### src/hdl/nmss_ram.sv
// ----------------------------------------------------------------------------
// nmss_ram
// Generic single-write, single-read synchronous RAM with registered read.
// ----------------------------------------------------------------------------
module nmss_ram #(
  parameter int WIDTH = 8,
  parameter int DEPTH = 16,
  parameter int AW    = (DEPTH > 1) ? $clog2(DEPTH) : 1
) (
  input  logic             clk,
  input  logic             we,
  input  logic [AW-1:0]    waddr,
  input  logic [WIDTH-1:0] wdata,
  input  logic             re,
  input  logic [AW-1:0]    raddr,
  output logic [WIDTH-1:0] rdata
);

  logic [WIDTH-1:0] mem [DEPTH];

  // Write port
  always_ff @(posedge clk) begin
    if (we) begin
      mem[waddr] <= wdata;
    end
  end

  // Registered read port
  always_ff @(posedge clk) begin
    if (re) begin
      rdata <= mem[raddr];
    end
  end

endmodule

### config.mk
export PLATFORM = sky130hd
export DESIGN_NAME = nmss_ram
export DESIGN_NICKNAME = d
export VERILOG_FILES = /design/src/hdl/nmss_ram.sv
export SDC_FILE = /design/constraint.sdc
export NUM_CORES = 1
export LEC_CHECK = 0
export ABC_AREA = 1
export BUFFER_PORTS_ARGS = -buffer_cell sky130_fd_sc_hd__buf_4
export CORE_AREA = 8 8 123 125
export CTS_CLUSTER_DIAMETER = 150
export DETAILED_ROUTE_END_ITERATION = 10
export DIE_AREA = 0 0 131 133
export MAX_ROUTING_LAYER = met4
export PLACE_DENSITY = 0.62
export SLEW_MARGIN = 0
export SYNTH_ARGS = -nofsm -noshare
export SYNTH_HDL_FRONTEND = slang
export SYNTH_SLANG_ARGS = --single-unit
### constraint.sdc
create_clock -name clk -period 1.6 [get_ports clk]
set_input_delay 0.32 -clock clk [delete_from_list [all_inputs] [get_ports clk]]
set_output_delay 0.32 -clock clk [all_outputs]
set_load 0.02 [all_outputs]
==> PnR_summary.wiki <==
{| class="wikitable"
! Metric !! Value
|-
| Top Usage Layer GRT || met2
|-
| Initial core utilization || 0.447
|-
| Maximum clock rate || between 700 and 800 MHz
|-
| Post-Synthesis Mean Instance Area || around 11 um2
|-
| Number of enable flip-flop cells after synthesis || about 140
|-
| Distinct cell type count after synthesis || 11
|-
| Via density per instance || between 5 and 6
|-
| Total buffers and inverters traversed by the critical path || 1
|-
| Setup repair after global routing missed its margin || false
|-
| Worst min-delay path category || primary input to flip-flop
|-
| Final worst path period need || ~1.4 ns
|-
| Cell at the root of the clock tree || clkbuf_16
|-
| Layout overhead on the synthesized area || 16.6%
|-
| Final wirelength || between 10000 and 15000 um
|-
| Die boundary width || ~130 um
|-
| Tcrit/Tclk final || 0.853
|-
| Number of vias after detailed routing || 3943
|-
| Drt drc || 0
|-
| Die outline area || about 17000 um2
|-
| Final global-route overflow total || 0
|-
| Reported leakage power || 2.94 nW
|-
| TritonCTS clock tree || built
|-
| Antenna viol nets, final || 0
|-
| Die outline height || about 130 um
|-
| Maximum number of pins on one net before global-route repair || 41
|-
| Crit path max fanout || 1
|-
| Crit end category || output port
|-
| Per-cell routed wire length || around 17 um
|-
| Post-synthesis instance area || just under 6000 um2
|-
| Vias in the first global route || approximately 3800
|-
| Hold_ws || roughly 0.21 ns
|-
| Power density cells || between 1000 and 1500 nW/um2
|-
| Post-synth top area share || 0.698
|-
| Number of rows in the core area || 42
|-
| Count of clock tree sinks || roughly 140
|-
| Violation count after the first detailed-routing iteration || 441
|-
| Data required, critical path || around 1.3 ns
|-
| Number of fill cells in the layout || roughly 1100
|-
| Syn Nets || between 500 and 600
|-
| Worst clock skew || ~0.0043 ns
|-
| Share of synthesized flip-flops with an asynchronous set or reset || 0
|-
| Total of cells resized after clock tree synthesis || 0
|-
| Dominant register cell in the synthesized netlist || edfxtp_1
|-
| Count of buffers from port buffering || 26
|-
| Global router's overall resource usage || 0.172
|-
| Antenna diode instance count || 0
|-
| Post-synthesis cell count || between 500 and 600
|-
| Max rail drop VDD || 570 uV
|-
| Clock latency on the worst-skew pair || roughly 0.42 ns
|-
| Maximum root-to-sink buffer count || 2
|-
| Number of nets in the layout || roughly 620
|-
| Global-route met3 utilization || 0.0346
|-
| Slowest stage cell, crit path || edfxtp_1
|-
| Met1 routing resource usage after global routing || 0.225
|-
| Clock buffers created by TritonCTS || 17
|-
| Worst Setup Path Type || flip-flop to output port
|-
| Relative slew slack || 0.585
|-
| Cell with the most instances after synthesis || nand2_1
|-
| Number of warnings printed during yosys synthesis || 0
|-
| Maxcap violations || 0
|-
| Fin. Hold Viols || 0
|-
| Cells along the critical path || buf_4
|-
| Share of post-route cells with drive strength above 1 || 0.128
|-
| Clock-pin slew on the worst setup and hold paths || 0.06 ns
|-
| Finish-stage setup viols || 0
|-
| Most area-consuming cells after synthesis || edfxtp_1 (70%), nand2_1 (11%), nand3_1 (8.3%)
|-
| Sequential share of the synthesized area || 0.698
|-
| Global-route wire length before repair || ~21000 um
|-
| First drt pass iteration count || 5
|-
| Sum of negative setup slack || 0 ns
|-
| Initial antenna violation count || 0
|-
| Detailed-placement wirelength estimate || between 8000 and 9000 um
|-
| Transition time at the pin with the least slew margin || 0.621 ns
|-
| CTS HTree Levels || 4
|-
| Core region area || ~13000 um2
|-
| Number of hold-repair buffers added at the cts stage || 0
|-
| Launching element type of the critical path || flip-flop
|-
| Synth Register Bits || 136
|-
| Top cells by count, synth || nand2_1 (173), edfxtp_1 (136), inv_1 (100)
|-
| Arrival @ worst endpoint || 1.04 ns
|-
| Number of max-slew violations in the final report || 0
|-
| Routability cong. || a little under 0.9
|-
| M2 GR Usage || 0.249
|-
| Post-CTS setup buffer count || 0
|-
| Crit-path leading delay family || flip-flops
|-
| Number of top-level pins || 27
|-
| Run status || completed
|-
| Yosys top cell by area || edfxtp_1
|-
| Delay of the slowest cell on the worst path || around 0.43 ns
|}
==> worst paths after layout <==
check              from  endpoint  slack (ns)  cells past startpoint
max            rdata[4]  rdata[4]        0.24                      1
min                  re  rdata[4]        0.21                      1
max reg2reg   mem[7][1]  rdata[1]        0.43                      6
min reg2reg  mem[12][2]  rdata[2]        0.74                      6
==> power by group <==
part	switching [mW]	internal, mW	total, mW
registers	0.0272	4.02	4.04
clock network	1.38	2.08	3.46
logic	0.364	0.168	0.532
total	1.77	6.27	8.04
==> layout by cell type (no fill, tap or decap), drive strengths merged <==
| master | netlist | routed |
|---|---|---|
| buf | 24 | 51 |
| bufinv | 0 | 1 |
| clkbuf | 0 | 19 |
| clkinv | 0 | 10 |
| clkinvlp | 0 | 1 |
| edfxtp | 136 | 136 |
| inv | 102 | 102 |
| nand2 | 173 | 173 |
| nand3 | 97 | 97 |
| nand3b | 2 | 2 |
| nor2 | 17 | 17 |
==> cell families after synthesis <==
kind of cell	count (synthesis)	share of synthesized area
simple gates	289	0.208
buf+inv	126	0.0939
flops	136	0.698
==> flip-flops by register name (all words and copies together), names as in the netlist <==
signal	count
rdata	8
mem	128
==> metal layers <==
layer / vias to the layer above / part of all wire
met5: - / 0
met4: 0 / 0.025
met3: 25 / 0.072
met2: 146 / 0.47
met1: 1902 / 0.43
li1: 1870 / -
==> cell type report <==
class,count,area (um2),share of cell area
repair buffers,51,395,0.0580
clock inverters,12,86.3,0.0127
flip-flops and latches,136,4080,0.599
clock buffers,19,433,0.0635
inverters,102,383,0.0562
well taps,176,220,0.0323
multi-input cells,289,1210,0.178
==> stage by stage <==
stage               cell area, um2   util  power, mW  setup WS, ns  cells
finish                        6820  0.521       8.04         0.236    785
global route                  6820  0.521       8.29         0.211    785
CTS                           6820  0.521       8.09         0.215    785
detailed placement            6300  0.481       4.65        0.0225    754
global placement              6300  0.481       4.64        0.0370    754
floorplan                     5850      -       4.41         0.329    551
No activity file was read; power rests on OpenSTA's default activity.
